$ cat src/rtl/core/svd_pkg.sv
`default_nettype none
// ---------------------------------------------------------------------------
// svd_pkg
// Shared types, constants and helper functions of the stereo vibrato delay.
// ---------------------------------------------------------------------------
package svd_pkg;

    // fixed number formats
    localparam int SAMPLE_BITS   = 24;
    localparam int PHASE_BITS    = 24;
    localparam int AIR_BITS      = 32;
    localparam int SINE_IDX_BITS = 10;
    localparam int QTR_DEPTH     = 256;
    localparam int APB_AW        = 5;
    localparam int APB_DW        = 32;

    // filter and interpolation constants
    localparam logic signed [17:0] LEAK_K      = 18'sd107363;
    localparam logic signed [19:0] CURVE_K     = 20'sd335544;
    localparam logic [63:0]        HALF_PI_Q30 = 64'd1686629713;
    localparam logic signed [15:0] WET_ONLY    = 16'sd32767;

    // register indexes
    localparam logic [2:0] REG_LFO_STEP    = 3'd0;
    localparam logic [2:0] REG_DELAY_DEPTH = 3'd1;
    localparam logic [2:0] REG_FM_STEP     = 3'd2;
    localparam logic [2:0] REG_FM_AMOUNT   = 3'd3;
    localparam logic [2:0] REG_WET_LEVEL   = 3'd4;

    // register reset values
    localparam logic [23:0]        RST_LFO_STEP    = 24'd10937;
    localparam logic [19:0]        RST_DELAY_DEPTH = 20'd0;
    localparam logic [23:0]        RST_FM_STEP     = 24'd41721;
    localparam logic [23:0]        RST_FM_AMOUNT   = 24'd0;
    localparam logic signed [15:0] RST_WET_LEVEL   = 16'sd32767;

    typedef struct packed {
        logic [23:0]        lfo_step;
        logic [19:0]        delay_depth;
        logic [23:0]        fm_step;
        logic [23:0]        fm_amount;
        logic signed [15:0] wet_level;
    } t_cfg;

    typedef enum logic [3:0] {
        ST_IDLE,
        ST_AIR1,
        ST_AIR2,
        ST_RD0,
        ST_RD1,
        ST_RD2,
        ST_INT,
        ST_MIX1,
        ST_MIX2,
        ST_FIN
    } t_state;

    // controller to datapath
    typedef struct packed {
        logic       load;
        logic       air1;
        logic       air2;
        logic       air3;
        logic [1:0] rd_tap;
        logic       cap_a;
        logic       cap_b;
        logic       intp;
        logic       mix1;
        logic       mix2;
        logic       fin;
    } t_cmd;

    // datapath to controller
    typedef struct packed {
        logic out_free;
    } t_stat;

    typedef logic [23:0] t_sine_tbl [QTR_DEPTH];

    // saturate to the air accumulator width
    function automatic logic signed [31:0] sat_air(input logic signed [39:0] x);
        if (x > 40'sd2147483647) return 32'sh7FFFFFFF;
        if (x < -40'sd2147483648) return 32'sh80000000;
        return 32'(x);
    endfunction

    // saturate to the sample width
    function automatic logic signed [23:0] sat_smp(input logic signed [39:0] x);
        if (x > 40'sd8388607) return 24'sh7FFFFF;
        if (x < -40'sd8388608) return 24'sh800000;
        return 24'(x);
    endfunction

    // sine magnitude in Q23 for quarter-wave position m of 256
    function automatic logic [23:0] sine_mag(input int unsigned m);
        logic [63:0]        x;
        logic [63:0]        x2;
        logic [63:0]        term;
        logic signed [63:0] sum;
        logic signed [63:0] v;
        x    = ((64'(m) * 64'd4) * HALF_PI_Q30 + 64'd512) >> 10;
        x2   = (x * x) >> 30;
        term = x;
        sum  = signed'(x);
        for (int k = 1; k <= 5; k++) begin
            term = (term * x2) >> 30;
            case (k)
                1:       term = term / 64'd6;
                2:       term = term / 64'd20;
                3:       term = term / 64'd42;
                4:       term = term / 64'd72;
                default: term = term / 64'd110;
            endcase
            if ((k & 1) == 1) sum = sum - signed'(term);
            else              sum = sum + signed'(term);
        end
        v = (sum + 64'sd64) >>> 7;
        if (v < 0) v = 0;
        if (v > 64'sd8388608) v = 64'sd8388608;
        return 24'(v);
    endfunction

    function automatic t_sine_tbl build_sine();
        t_sine_tbl t;
        for (int i = 0; i < QTR_DEPTH; i++) t[i] = sine_mag(i);
        return t;
    endfunction

endpackage
`default_nettype wire

$ cat src/rtl/core/svd_regs.sv
`default_nettype none
// ---------------------------------------------------------------------------
// svd_regs
// APB configuration registers of the stereo vibrato delay.
// ---------------------------------------------------------------------------
module svd_regs (
    input  wire logic                      i_clk,
    input  wire logic                      i_rst_n,
    input  wire logic                      psel,
    input  wire logic                      penable,
    input  wire logic                      pwrite,
    input  wire logic [svd_pkg::APB_AW-1:0] paddr,
    input  wire logic [svd_pkg::APB_DW-1:0] pwdata,
    output logic      [svd_pkg::APB_DW-1:0] prdata,
    output logic                           pready,
    output svd_pkg::t_cfg                  o_cfg
);

    svd_pkg::t_cfg r_cfg;
    logic          w_wr;
    logic [2:0]    w_idx;

    assign w_wr   = psel & penable & pwrite;
    assign w_idx  = paddr[4:2];
    assign pready = 1'b1;
    assign o_cfg  = r_cfg;

    // register writes
    always_ff @(posedge i_clk) begin
        if (!i_rst_n) begin
            r_cfg.lfo_step    <= svd_pkg::RST_LFO_STEP;
            r_cfg.delay_depth <= svd_pkg::RST_DELAY_DEPTH;
            r_cfg.fm_step     <= svd_pkg::RST_FM_STEP;
            r_cfg.fm_amount   <= svd_pkg::RST_FM_AMOUNT;
            r_cfg.wet_level   <= svd_pkg::RST_WET_LEVEL;
        end else if (w_wr) begin
            case (w_idx)
                svd_pkg::REG_LFO_STEP:    r_cfg.lfo_step    <= pwdata[23:0];
                svd_pkg::REG_DELAY_DEPTH: r_cfg.delay_depth <= pwdata[19:0];
                svd_pkg::REG_FM_STEP:     r_cfg.fm_step     <= pwdata[23:0];
                svd_pkg::REG_FM_AMOUNT:   r_cfg.fm_amount   <= pwdata[23:0];
                svd_pkg::REG_WET_LEVEL:   r_cfg.wet_level   <= signed'(pwdata[15:0]);
                default: ;
            endcase
        end
    end

    // read back
    always_comb begin
        case (w_idx)
            svd_pkg::REG_LFO_STEP:    prdata = {8'd0, r_cfg.lfo_step};
            svd_pkg::REG_DELAY_DEPTH: prdata = {12'd0, r_cfg.delay_depth};
            svd_pkg::REG_FM_STEP:     prdata = {8'd0, r_cfg.fm_step};
            svd_pkg::REG_FM_AMOUNT:   prdata = {8'd0, r_cfg.fm_amount};
            svd_pkg::REG_WET_LEVEL:   prdata = {16'd0, r_cfg.wet_level};
            default:                  prdata = '0;
        endcase
    end

endmodule
`default_nettype wire

$ cat config.mk
export PLATFORM = sky130hd
export DESIGN_NAME = svd_regs
export DESIGN_NICKNAME = d
export VERILOG_FILES = /design/src/rtl/core/svd_pkg.sv /design/src/rtl/core/svd_regs.sv
export SDC_FILE = /design/constraint.sdc
export NUM_CORES = 1
export LEC_CHECK = 0
export BUFFER_PORTS_ARGS = -buffer_cell sky130_fd_sc_hd__buf_2
export CORE_MARGIN = 1.5
export CORE_UTILIZATION = 35
export CTS_BUF_LIST = sky130_fd_sc_hd__clkbuf_8
export CTS_CLUSTER_SIZE = 14
export DETAILED_ROUTE_END_ITERATION = 8
export MAX_ROUTING_LAYER = met4
export REMOVE_ABC_BUFFERS = 1
export SLEW_MARGIN = 5
export SYNTH_ARGS = -nofsm -noshare
export SYNTH_HDL_FRONTEND = slang
export SYNTH_SLANG_ARGS = --single-unit
$ cat constraint.sdc
create_clock -name i_clk -period 1.55 [get_ports i_clk]
set_clock_uncertainty 0.1 [all_clocks]
set_input_delay 0.31 -clock i_clk [delete_from_list [all_inputs] [get_ports i_clk]]
set_output_delay 0.31 -clock i_clk [all_outputs]
set_load 0.01 [all_outputs]
==> metrics.md <==
| Metric | Value |
|---|---|
| Cells after Synth | 519 |
| HP Start | pwdata[15] |
| Clk_lat worst skew | 380 ps |
| Synth unique cells | 32 |
| Most common cell after layout, fill and taps aside | buf_2 |
| Worst path max stage delay | 460 ps |
| Worst R2R Start | o_cfg[37] |
| Worst Setup End Kind | primary output |
| Worst Hold Depth | 3 |
| Die W | 123 um |
| Hold_buf cts | 0 |
| First-pass GRT wire length | between 20 and 25 mm |
| Critical path launch point type | register |
| Final worst slack | -305 ps |
| CP delay by family, top | multiplexers |
| Fillers | between 1000 and 1500 |
| Number of flip-flops in the largest register | 108 |
| Metal3 WL | 1.13 mm |
| Met2 WL post-DR | 7.93 mm |
| Static leakage | 3.35 nW |
| Area delta synth->final | 43.3% |
| FF-to-FF path depth | 4 |
| Num CTS Buffers | 9 |
| RSZ-0062 raised after global routing | true |
| H-Tree Level Count | 3 |
| Largest net degree at the start of global routing | 67 |
| Grt total ovfl | 0 |
| WL final | around 16 mm |
| Vias in the first global route | 4571 |
| Reg clk slew, reported paths | 90 ps |
| CTS root buf | clkbuf_8 |
| Final setup violation count | 24 |
| Final TNS setup | -5070 ps |
| First DRT Iteration DRCs | 320 |
| Total GRT Usage | 21.9% |
| Worst Path Arrival | between 1000 and 1500 ps |
| CP max stage cell | mux4_2 |
| CTS Sinks | about 110 |
| DR DRC count | 0 |
| Design Area, Final | 7210 um^2 |
| IO Count | between 150 and 200 |
| Critical path peak fanout | 2 |
| Commonest cells after routing, fill and taps aside | buf_2, mux2i_1, nand2_1, buf_4 |
| Core area | 13900 um^2 |
| Max VDD drop | 0.000598 V |
| Nets | between 700 and 800 |
| Maxcap violations | 0 |
| Hold Path Class | input pin to register |
| # rows | 43 |
| Port Buffers | 163 |
| Highest routed layer | met4 |
| CTS tree | built |
| Synth Cell Area | 5030 um^2 |
| Initial antenna violation count | 0 |
| Number of diodes | 0 |
| Critical-path cell list | mux4_2, nor2b_4, buf_6 |
| Buf+Inv Stages, Crit Path | 1 |
| Metal1 wirelength | 7.10 mm |
| YS warnings | 0 |
| Critical path data required time | 1140 ps |
| Fin. Hold Viols | 0 |
| Fin. max-slew vios | 0 |
| Crit share post-route | 120% |
| Internal reg-to-reg setup slack | approximately 640 ps |
| Clock buffer depth | 2 |
| Wire per inst | around 18 um |
| Synth Register Bits | roughly 110 |
| Fmax | about 540 MHz |
| Die Y | 123 um |
| Layout cells sized above 1 | 50.9% |
| Hold Crit Endpoint | o_cfg[55] |
| Critical path class | register to primary output |
| Initial DRT Pass Iterations | 5 |
| Hpwl dp | roughly 11 mm |
| Vias per cell | 5.17 |
| Violated checks | setup timing |
| R2r endpoint | o_cfg[37] |
| Avg Cell Area, Syn | 9.70 um^2 |
| Placer Congestion | around 0.83 |
| Post-DP Area | about 6400 um^2 |
| Min cycle time layout | about 1900 ps |
| Pwr Density | 708 nW/um^2 |
| Sequential area share after synthesis | 43.0% |
| Via count | 4801 |
| Initial Util | 36.1% |
| Status | finished with violations |
| Final ANT Viol Nets | 0 |
| Die area | 15100 um^2 |
## where the power goes
group / internal, mW / switching (mW) / total, mW / leakage, nW
registers: 2.79 / 0.0162 / 2.81 / 0.891
logic: 0.310 / 0.370 / 0.680 / 2.36
clock network: 0.662 / 0.952 / 1.61 / 0.0979
## per-layer routing
layer  global-route usage, %  vias to the layer above
met2                    36.3                      193
li1                        -                     2240
met5                       -                        -
met3                    5.35                       26
met1                    26.6                     2342
met4                    5.96                        0
## metrics by stage
stage	std cells	power, mW	worst slack [ps]	hold slack [ps]	utilization, %
4_1_cts	923	5.11	-319	80.0	50.6
3_5_place_dp	864	3.48	-391	361	45.7
2_1_floorplan	474	3.10	-1640	299	-
6_report	928	5.10	-305	92.7	51.8
5_1_grt	928	5.32	-356	74.1	51.8
3_3_place_gp	864	3.47	-385	354	45.7
## worst reg2reg max path: cells and delay by family, from the launching register on
kind	cells	cell delay, ps
buffers and inverters	2	260
flip-flops	1	340
multiplexers	1	60
AND/OR/NAND/NOR	1	60
## cell families after synthesis
group / after synthesis / share of synthesized area, %
simple gates: 158 / 14.9
flops: 108 / 43.0
mux: 125 / 26.3
buf+inv: 60 / 6.34
other cells: 2 / 0.149
compound gates: 66 / 9.32
## synthesized netlist by cell type
master	number	area [um^2]
a21oi_1	1	5.00
a22oi_1	34	255
a31oi_1	1	6.26
and3_1	1	6.26
and3b_1	1	8.76
buf_1	6	22.5
buf_2	12	60.1
buf_4	14	105
buf_6	2	22.5
buf_8	1	15.0
clkbuf_1	17	63.8
conb_1	2	7.51
dfxtp_1	108	2160
inv_1	8	30.0
mux2_2	20	225
mux2i_1	101	1010
mux4_2	4	90.1
nand2_1	101	379
nand2b_1	1	6.26
nand4_2	1	12.5
nand4b_4	1	23.8
nor2_1	5	18.8
nor2_2	2	12.5
nor2b_1	40	250
nor3_1	1	5.00
nor3b_1	1	7.51
o211ai_1	7	52.6
o21ai_0	1	5.00
o22ai_1	16	100
o31ai_1	6	45.0
or2_1	1	6.26
or3_1	2	12.5
## area by class of cell
cell class	count	area, um^2	area share, %
multi-input combinational	358	2760	38.2
sequential	108	2230	30.9
timing repair buffer	258	1790	24.8
tap	180	225	3.12
clock buffer	11	151	2.10
inverter	8	30.0	0.416
clock inverter	5	28.8	0.399
## worst max-delay path by stage
stage	start	to	slack, ps	cells after the start
detailed placement	paddr[2]	prdata[15]	-390	7
CTS	o_cfg[32]	prdata[16]	-320	3
global route	o_cfg[32]	prdata[16]	-360	3
floorplan	paddr[4]	o_cfg[64]	-1640	3
global placement	paddr[2]	prdata[15]	-390	6
finish	o_cfg[32]	prdata[16]	-300	3
## repair_timing
| action | CTS | global route |
|---|---|---|
| buffers inserted | 42 | 5 |
| pin swaps | 11 | 6 |
| resized for setup | 72 | 32 |
| endpoints found under the setup margin | 24 | 24 |
| gates cloned | 1 | 0 |
Note: power is estimated with default switching activity, not from simulation.
