File: src/rtl/core/svd_pkg.sv
`default_nettype none
// ---------------------------------------------------------------------------
// svd_pkg
// Shared types, constants and helper functions of the stereo vibrato delay.
// ---------------------------------------------------------------------------
package svd_pkg;

    // fixed number formats
    localparam int SAMPLE_BITS   = 24;
    localparam int PHASE_BITS    = 24;
    localparam int AIR_BITS      = 32;
    localparam int SINE_IDX_BITS = 10;
    localparam int QTR_DEPTH     = 256;
    localparam int APB_AW        = 5;
    localparam int APB_DW        = 32;

    // filter and interpolation constants
    localparam logic signed [17:0] LEAK_K      = 18'sd107363;
    localparam logic signed [19:0] CURVE_K     = 20'sd335544;
    localparam logic [63:0]        HALF_PI_Q30 = 64'd1686629713;
    localparam logic signed [15:0] WET_ONLY    = 16'sd32767;

    // register indexes
    localparam logic [2:0] REG_LFO_STEP    = 3'd0;
    localparam logic [2:0] REG_DELAY_DEPTH = 3'd1;
    localparam logic [2:0] REG_FM_STEP     = 3'd2;
    localparam logic [2:0] REG_FM_AMOUNT   = 3'd3;
    localparam logic [2:0] REG_WET_LEVEL   = 3'd4;

    // register reset values
    localparam logic [23:0]        RST_LFO_STEP    = 24'd10937;
    localparam logic [19:0]        RST_DELAY_DEPTH = 20'd0;
    localparam logic [23:0]        RST_FM_STEP     = 24'd41721;
    localparam logic [23:0]        RST_FM_AMOUNT   = 24'd0;
    localparam logic signed [15:0] RST_WET_LEVEL   = 16'sd32767;

    typedef struct packed {
        logic [23:0]        lfo_step;
        logic [19:0]        delay_depth;
        logic [23:0]        fm_step;
        logic [23:0]        fm_amount;
        logic signed [15:0] wet_level;
    } t_cfg;

    typedef enum logic [3:0] {
        ST_IDLE,
        ST_AIR1,
        ST_AIR2,
        ST_RD0,
        ST_RD1,
        ST_RD2,
        ST_INT,
        ST_MIX1,
        ST_MIX2,
        ST_FIN
    } t_state;

    // controller to datapath
    typedef struct packed {
        logic       load;
        logic       air1;
        logic       air2;
        logic       air3;
        logic [1:0] rd_tap;
        logic       cap_a;
        logic       cap_b;
        logic       intp;
        logic       mix1;
        logic       mix2;
        logic       fin;
    } t_cmd;

    // datapath to controller
    typedef struct packed {
        logic out_free;
    } t_stat;

    typedef logic [23:0] t_sine_tbl [QTR_DEPTH];

    // saturate to the air accumulator width
    function automatic logic signed [31:0] sat_air(input logic signed [39:0] x);
        if (x > 40'sd2147483647) return 32'sh7FFFFFFF;
        if (x < -40'sd2147483648) return 32'sh80000000;
        return 32'(x);
    endfunction

    // saturate to the sample width
    function automatic logic signed [23:0] sat_smp(input logic signed [39:0] x);
        if (x > 40'sd8388607) return 24'sh7FFFFF;
        if (x < -40'sd8388608) return 24'sh800000;
        return 24'(x);
    endfunction

    // sine magnitude in Q23 for quarter-wave position m of 256
    function automatic logic [23:0] sine_mag(input int unsigned m);
        logic [63:0]        x;
        logic [63:0]        x2;
        logic [63:0]        term;
        logic signed [63:0] sum;
        logic signed [63:0] v;
        x    = ((64'(m) * 64'd4) * HALF_PI_Q30 + 64'd512) >> 10;
        x2   = (x * x) >> 30;
        term = x;
        sum  = signed'(x);
        for (int k = 1; k <= 5; k++) begin
            term = (term * x2) >> 30;
            case (k)
                1:       term = term / 64'd6;
                2:       term = term / 64'd20;
                3:       term = term / 64'd42;
                4:       term = term / 64'd72;
                default: term = term / 64'd110;
            endcase
            if ((k & 1) == 1) sum = sum - signed'(term);
            else              sum = sum + signed'(term);
        end
        v = (sum + 64'sd64) >>> 7;
        if (v < 0) v = 0;
        if (v > 64'sd8388608) v = 64'sd8388608;
        return 24'(v);
    endfunction

    function automatic t_sine_tbl build_sine();
        t_sine_tbl t;
        for (int i = 0; i < QTR_DEPTH; i++) t[i] = sine_mag(i);
        return t;
    endfunction

endpackage
`default_nettype wire

File: src/rtl/core/svd_ctrl.sv
`default_nettype none
// ---------------------------------------------------------------------------
// svd_ctrl
// Sequencer that steps one sample pair through the datapath.
// ---------------------------------------------------------------------------
module svd_ctrl (
    input  wire logic           i_clk,
    input  wire logic           i_rst_n,
    input  wire logic           i_in_valid,
    output logic                o_in_ready,
    input  wire svd_pkg::t_stat i_stat,
    output svd_pkg::t_cmd       o_cmd
);

    svd_pkg::t_state r_state;
    svd_pkg::t_state n_state;

    // state register
    always_ff @(posedge i_clk) begin
        if (!i_rst_n) r_state <= svd_pkg::ST_IDLE;
        else          r_state <= n_state;
    end

    // next state and commands
    always_comb begin
        n_state    = r_state;
        o_cmd      = '0;
        o_in_ready = 1'b0;
        case (r_state)
            svd_pkg::ST_IDLE: begin
                o_in_ready = 1'b1;
                if (i_in_valid) begin
                    o_cmd.load = 1'b1;
                    n_state    = svd_pkg::ST_AIR1;
                end
            end
            svd_pkg::ST_AIR1: begin
                o_cmd.air1 = 1'b1;
                n_state    = svd_pkg::ST_AIR2;
            end
            svd_pkg::ST_AIR2: begin
                o_cmd.air2 = 1'b1;
                n_state    = svd_pkg::ST_RD0;
            end
            svd_pkg::ST_RD0: begin
                o_cmd.air3   = 1'b1;
                o_cmd.rd_tap = 2'd0;
                n_state      = svd_pkg::ST_RD1;
            end
            svd_pkg::ST_RD1: begin
                o_cmd.rd_tap = 2'd1;
                o_cmd.cap_a  = 1'b1;
                n_state      = svd_pkg::ST_RD2;
            end
            svd_pkg::ST_RD2: begin
                o_cmd.rd_tap = 2'd2;
                o_cmd.cap_b  = 1'b1;
                n_state      = svd_pkg::ST_INT;
            end
            svd_pkg::ST_INT: begin
                o_cmd.intp = 1'b1;
                n_state    = svd_pkg::ST_MIX1;
            end
            svd_pkg::ST_MIX1: begin
                o_cmd.mix1 = 1'b1;
                n_state    = svd_pkg::ST_MIX2;
            end
            svd_pkg::ST_MIX2: begin
                o_cmd.mix2 = 1'b1;
                n_state    = svd_pkg::ST_FIN;
            end
            svd_pkg::ST_FIN: begin
                // hold until the output register can take the result
                if (i_stat.out_free) begin
                    o_cmd.fin = 1'b1;
                    n_state   = svd_pkg::ST_IDLE;
                end
            end
            default: n_state = svd_pkg::ST_IDLE;
        endcase
    end

endmodule
`default_nettype wire

File: config.mk
export PLATFORM = sky130hd
export DESIGN_NAME = svd_ctrl
export DESIGN_NICKNAME = d
export VERILOG_FILES = /design/src/rtl/core/svd_pkg.sv /design/src/rtl/core/svd_ctrl.sv
export SDC_FILE = /design/constraint.sdc
export NUM_CORES = 1
export LEC_CHECK = 0
export BUFFER_PORTS_ARGS = -buffer_cell sky130_fd_sc_hd__buf_2
export CORE_AREA = 2 2 39 41
export CTS_CLUSTER_SIZE = 24
export DETAILED_ROUTE_END_ITERATION = 12
export DIE_AREA = 0 0 41 43
export PLACE_DENSITY = 0.47
export SETUP_SLACK_MARGIN = 0.1
export SLEW_MARGIN = 20
export SYNTH_ARGS = -nofsm -noshare
export SYNTH_HDL_FRONTEND = slang
export SYNTH_SLANG_ARGS = --single-unit
File: constraint.sdc
create_clock -name i_clk -period 2.6 [get_ports i_clk]
set_input_delay 0.26 -clock i_clk [delete_from_list [all_inputs] [get_ports i_clk]]
set_output_delay 0.26 -clock i_clk [all_outputs]
set_load 0.005 [all_outputs]
==> run_results.csv, run 1 <==
group,metric,value,unit
routing,firstDrtPassIters,2,
job,maxCapViolations,0,
layout,utilization,0.279,
critical_path,r2r_start,"r_state[0]",
routing,routedWlPerCell,10.2,um
routing,first_iter_violations,2,
floorplanning,io_pins,17,
routing,viasPerCell,4.51,
layout,final_cells,69,
clocking,hold_buffers,0,
global_route,grt_pass1_wl,1.12,mm
logic_synthesis,synthTopCellsByArea,"dfxtp_1, nand2b_1, nor3_1",
run_status,outcome,"finished clean",
placed_design,port_buffers,16,
critical_path,worst_ep_required_time,2.34,ns
clocking,cts_setup_buffers,0,
logic_synthesis,synth_top_family_by_area,"simple AND/OR/NAND/NOR gates",
critical_path,cp_max_fo,9,
timing,max_freq,583,MHz
layout,layout-drive-gt1-share,0.415,
power,leakage,0.186,nW
floorplanning,initial_core_util,0.217,
global_route,grt_pass1_vias,259,
timing,slew_viol_final,0,
routing,drtAntennaViolNets,0,
logic_synthesis,synth-seq-area-share,0.267,
timing,rsz0062_at_grt,"no",
placed_design,placed_cells,66,
critical_path,cp-endpoint,"o_cmd[11]",
floorplanning,design.core.area,0.00138,mm^2
logic_synthesis,syn_avg_cell_area,7.70,um^2
critical_path,cp.arrival,1.46,ns
worst_hold_path,hp-class,"in2reg",
logic_synthesis,yosys.area_share.simple,0.425,
power,p_total,0.000259,W
global_route,antenna_found_initial,0,
logic_synthesis,synth_compound_area_frac,0.146,
layout,largest_register,"r_state",
timing,hold_ws,0.289,ns
clocking,cts_root_buf,"clkbuf_4",
timing,slew_headroom,0.769,
layout,antenna_cells,0,
critical_path,r2r_cells,3,
routing,vias,311,
timing,setup_viol,0,
clocking,cts_buffer_depth,2,
power,peakVddDrop,0.000284,V
critical_path,cp-start-kind,"flop",
critical_path,r2r_slack,1.30,ns
timing,tns,0,ns
layout,largest_reg_flops,4,
clocking,clock_latency,0.23,ns
logic_synthesis,synth.area.mux_share,0,
global_route,track_usage,0.0983,
logic_synthesis,ys_ff_latch,4,
logic_synthesis,yosysWarnings,0,
power,powerDensity,670,mW/mm^2
timing,tightest_slew,0.346,ns
logic_synthesis,yosysTopAreaCell,"dfxtp_1",
layout,reg_top3,"r_state x4",
logic_synthesis,synth_edf_count,0,
logic_synthesis,syn-num-nets,43,
placed_design,place_congestion,0.707,
floorplanning,die_area,0.00176,mm^2
floorplanning,die_y,43,um
critical_path,r2r_end,"r_state[0]",
timing,finalCriticalPeriod,1.72,ns
global_route,grt_max_degree,12,
clocking,numCtsBuffers,3,
routing,drc_errors,0,
logic_synthesis,synth_area,300,um^2
routing,routed_wl,702,um
layout,nets,59,
logic_synthesis,synthDominantCellAreaShare,0.267,
clocking,cts-htree-levels,1,
critical_path,startpoint,"r_state[0]",
global_route,grt_overflow_total,0,
layout,area_growth,28.8,%
critical_path,crit_path_end_kind,"output pin",
clocking,cts_tree,"built",
logic_synthesis,syn_inst,39,
clocking,clk_pin_slew,0.04,ns
logic_synthesis,synth_xor_area_frac,0.0292,
clocking,cts_sinks,4,
logic_synthesis,synthArstFlopShare,0,
timing,hold_violations,0,
logic_synthesis,synth-main-ff-cell,"dfxtp_1",
floorplanning,rows,14,
logic_synthesis,synth_cell_types,22,
clocking,ctsResizeCount,0,
logic_synthesis,synth_fa_ha_area_frac,0,
floorplanning,die_width,41,um
timing,fin_skew,0.00166,ns
timing,period_share,0.660,
critical_path,path_class,"reg2out",
placed_design,hpwlAfterDp,521,um
## cells in the final DEF, fill, tap and decap left out, drive strengths merged
cell,n
o21a,1
nand2b,4
nand2,1
a21oi,2
nor2b,1
o21ai,1
a211oi,1
inv,1
nor3,5
o32a,1
dfxtp,4
nor4b,1
and2,1
nor2,5
nand3b,1
buf,16
clkbuf,3
xor2,1
or4,2
or2b,1
## worst min path at each step
stage,startpoint,to,slack [ns],cells past startpoint
after detailed placement,i_rst_n,r_state[3],0.53,3
after global routing,i_rst_n,r_state[3],0.29,3
final,i_rst_n,r_state[3],0.29,3
after global placement,i_rst_n,r_state[3],0.53,3
after floorplan,i_rst_n,r_state[3],0.39,2
after CTS,i_rst_n,r_state[3],0.28,3
## final cells by class
class	instances	area, um^2
Clock buffer	3	22.5
Fill cell	163	997
Inverter	1	3.75
Multi-Input combinational cell	29	180
Sequential cell	4	80.1
Tap cell	16	20.0
Timing Repair Buffer	16	80.1
## through the flow
step / setup slack, ns / cell area, um^2
floorplan: 1.20 / 300
global placement: 1.12 / 364
detailed placement: 1.13 / 364
CTS: 0.863 / 387
global route: 0.811 / 387
finish: 0.884 / 387
## logic make-up (layout without fill, tap and decap cells)
| group | count (synthesis) | in the layout |
|---|---|---|
| AND/OR/NAND/NOR | 22 | 22 |
| AO/OA/AOI/OAI | 6 | 6 |
| buffers and inverters | 6 | 20 |
| flip-flops | 4 | 4 |
| XOR/XNOR | 1 | 1 |
## power by group
part,total (W),switching (W),internal (W)
combinational,0.0000866,0.0000390,0.0000476
clock,0.0000757,0.0000241,0.0000515
sequential,0.0000967,0.0000247,0.0000719
## critical path, cell delays in order (launching register included)
cell and delay (ns):
dfxtp_1 0.38, or4_4 0.58, inv_2 0.07, and2_1 0.11, buf_2 0.10
## cell usage after synthesis, types with 2 or more instances
| cell type | number |
|---|---|
| nor3_1 | 5 |
| buf_4 | 2 |
| nor2_1 | 5 |
| nand2b_1 | 4 |
| dfxtp_1 | 4 |
| a21oi_1 | 2 |
| buf_2 | 2 |
## routing by layer
layer | wire length (um) | global-route usage | up-vias
met5 | 0 | 0 | -
met4 | 0 | 0.0400 | 0
met3 | 55 | 0.0785 | 0
met2 | 290 | 0.116 | 14
met1 | 356 | 0.128 | 137
li1 | - | - | 160
Power figures use the tool's default switching activity.
==> run 2: changes to the inputs <==
--- a/config.mk
+++ b/config.mk
@@ -10,7 +10,7 @@
 export CTS_CLUSTER_SIZE = 24
 export DETAILED_ROUTE_END_ITERATION = 12
 export DIE_AREA = 0 0 41 43
-export PLACE_DENSITY = 0.47
+export PLACE_DENSITY = 0.48
 export SETUP_SLACK_MARGIN = 0.1
 export SLEW_MARGIN = 20
 export SYNTH_ARGS = -nofsm -noshare
==> constraint.sdc (replaced) <==
create_clock -name i_clk -period 1.45 [get_ports i_clk]
set_input_delay 0.145 -clock i_clk [delete_from_list [all_inputs] [get_ports i_clk]]
set_output_delay 0.145 -clock i_clk [all_outputs]
set_load 0.005 [all_outputs]
==> run 2 against run 1 <==
The run now ends with setup timing left. Final cell count grew 8.7%. Via count grew 7.1%. Largest cell class unchanged. Sequential cell count is the same.
==> run_results.csv, run 2 (synthesized netlist as in run 1, its figures left out) <==
group,metric,value,unit
timing,finalCriticalPeriod,1.48,ns
layout,reg_top3,"r_state x4",
routing,first_iter_violations,6,
floorplanning,die_area,0.00176,mm^2
layout,final_common_cell,"buf_2",
floorplanning,die_y,43,um
layout,antenna_cells,0,
floorplanning,rows,14,
power,peakVddDrop,0.000810,V
timing,fin_ws,-0.0306,ns
timing,max_freq,675,MHz
routing,viasPerCell,4.44,
critical_path,critical-path-top-delay-family,"simple AND/OR/NAND/NOR gates",
power,powerDensity,1150,mW/mm^2
critical_path,crit_path_cell_trace,"or4_4 > inv_2 > and2_1 > buf_2",
global_route,grt_max_degree,11,
routing,routedWlPerCell,10.3,um
clocking,cts_root_buf,"clkbuf_4",
layout,area_growth,60.4,%
floorplanning,design.core.area,0.00138,mm^2
placed_design,place_congestion,0.718,
layout,largest_register,"r_state",
timing,hold_ws,0.171,ns
layout,final_cells,75,
layout,multi_input_area,225,um^2
critical_path,cp_max_fo,2,
timing,fin_skew,0.00870,ns
critical_path,cpPeakStageDelay,0.54,ns
global_route,grt_overflow_total,0,
clocking,numCtsBuffers,3,
power,leakage,0.238,nW
worst_hold_path,hp-class,"in2reg",
clocking,cts_buffer_depth,2,
layout,mostFrequentLayoutCells,"buf_2, buf_4, nor2_1",
run_status,violations,"setup timing",
layout,area.sequential,81.3,um^2
global_route,grt_pass1_vias,274,
clocking,hold_buffers,0,
clocking,cts_tree,"built",
critical_path,crit_path_end_kind,"output pin",
global_route,antenna_found_initial,0,
run_status,outcome,"complete, but fails checks",
clocking,clk_pin_slew,0.04,ns
critical_path,cp-start-kind,"flop",
timing,tightest_slew,0.205,ns
routing,firstDrtPassIters,3,
clocking,cts-htree-levels,1,
critical_path,path_class,"reg2out",
critical_path,worst_ep_required_time,1.31,ns
routing,routed_wl,769,um
job,maxCapViolations,0,
critical_path,path_buf_inv,2,
global_route,track_usage,0.111,
clocking,clock_latency,0.24,ns
placed_design,placed_cells,70,
timing,slew_viol_final,0,
routing,drc_errors,0,
timing,tns,-0.0306,ns
timing,hold_violations,0,
layout,utilization,0.348,
layout,layout-drive-gt1-share,0.644,
timing,rsz0062_at_grt,"yes",
floorplanning,initial_core_util,0.217,
layout,num-fill-cells,157,
routing,vias,333,
placed_design,placed_area,394,um^2
layout,largest_reg_flops,4,
layout,fin_area,482,um^2
critical_path,slowest_stage,"or4_4",
timing,slew_headroom,0.862,
clocking,cts_sinks,4,
global_route,grt_pass1_wl,1.26,mm
timing,setup_viol,1,
placed_design,port_buffers,16,
critical_path,cp.arrival,1.34,ns
layout,nets,65,
timing,period_share,1.02,
floorplanning,die_width,41,um
routing,drtAntennaViolNets,0,
floorplanning,io_pins,17,
placed_design,hpwlAfterDp,594,um
## run 2: cell types whose count changed in the layout (fill, tap and decap cells not counted), moves of 2 or more
cell / change
nand2b_1: -2
nor3_1: -3
nand2b_4: +2
nor3_2: +3
buf_4: +5
## run 2: area by class of cell
class | count | share of cell area
Tap cell | 16 | 0.0416
Inverter | 1 | 0.00779
Timing Repair Buffer | 22 | 0.268
Clock buffer | 3 | 0.0468
Sequential cell | 4 | 0.169
Multi-Input combinational cell | 29 | 0.468
## run 2: worst register-to-register path: cells and delay by family (launching register included)
family | cells | cell delay [ns]
and+or+nand+nor | 1 | 0.54
DFF | 1 | 0.31
AOI/OAI and AO/OA | 2 | 0.18
buffers and inverters | 1 | 0.15
## run 2: worst paths after layout
path	start	to	slack, ns	cells after the start
hold / removal	i_rst_n	r_state[0]	0.17	3
hold reg to reg	r_state[3]	r_state[3]	0.62	3
setup / recovery	r_state[1]	o_cmd[11]	-0.03	4
setup reg to reg	r_state[1]	r_state[3]	0.16	4
## run 2: report_power, final
group | leakage [nW] | internal [W] | switching, W
Combinational | 0.191 | 0.000148 | 0.000130
Clock | 0.0138 | 0.0000924 | 0.0000436
Sequential | 0.0333 | 0.000130 | 0.0000107
Total | 0.238 | 0.000370 | 0.000184
## run 2: through the flow
stage	power [W]	setup WS, ns
2_1_floorplan	0.000291	0.165
3_3_place_gp	0.000359	0.196
3_5_place_dp	0.000358	0.187
4_1_cts	0.000532	-0.0474
5_1_grt	0.000606	-0.0775
6_report	0.000554	-0.0306
## run 2: timing repair
action	in CTS	in global routing
gates cloned	0	0
setup endpoints to repair	8	11
gates resized for setup	3	9
buffers inserted	2	0
pin swaps	3	0
## run 2: layer usage
layer  routed length, um  track usage  up-vias
li1                    -            -      173
met1                 365        0.164      145
met2                 336        0.122       15
met3                  67       0.0942        0
met4                   0       0.0200        0
met5                   0            0        -
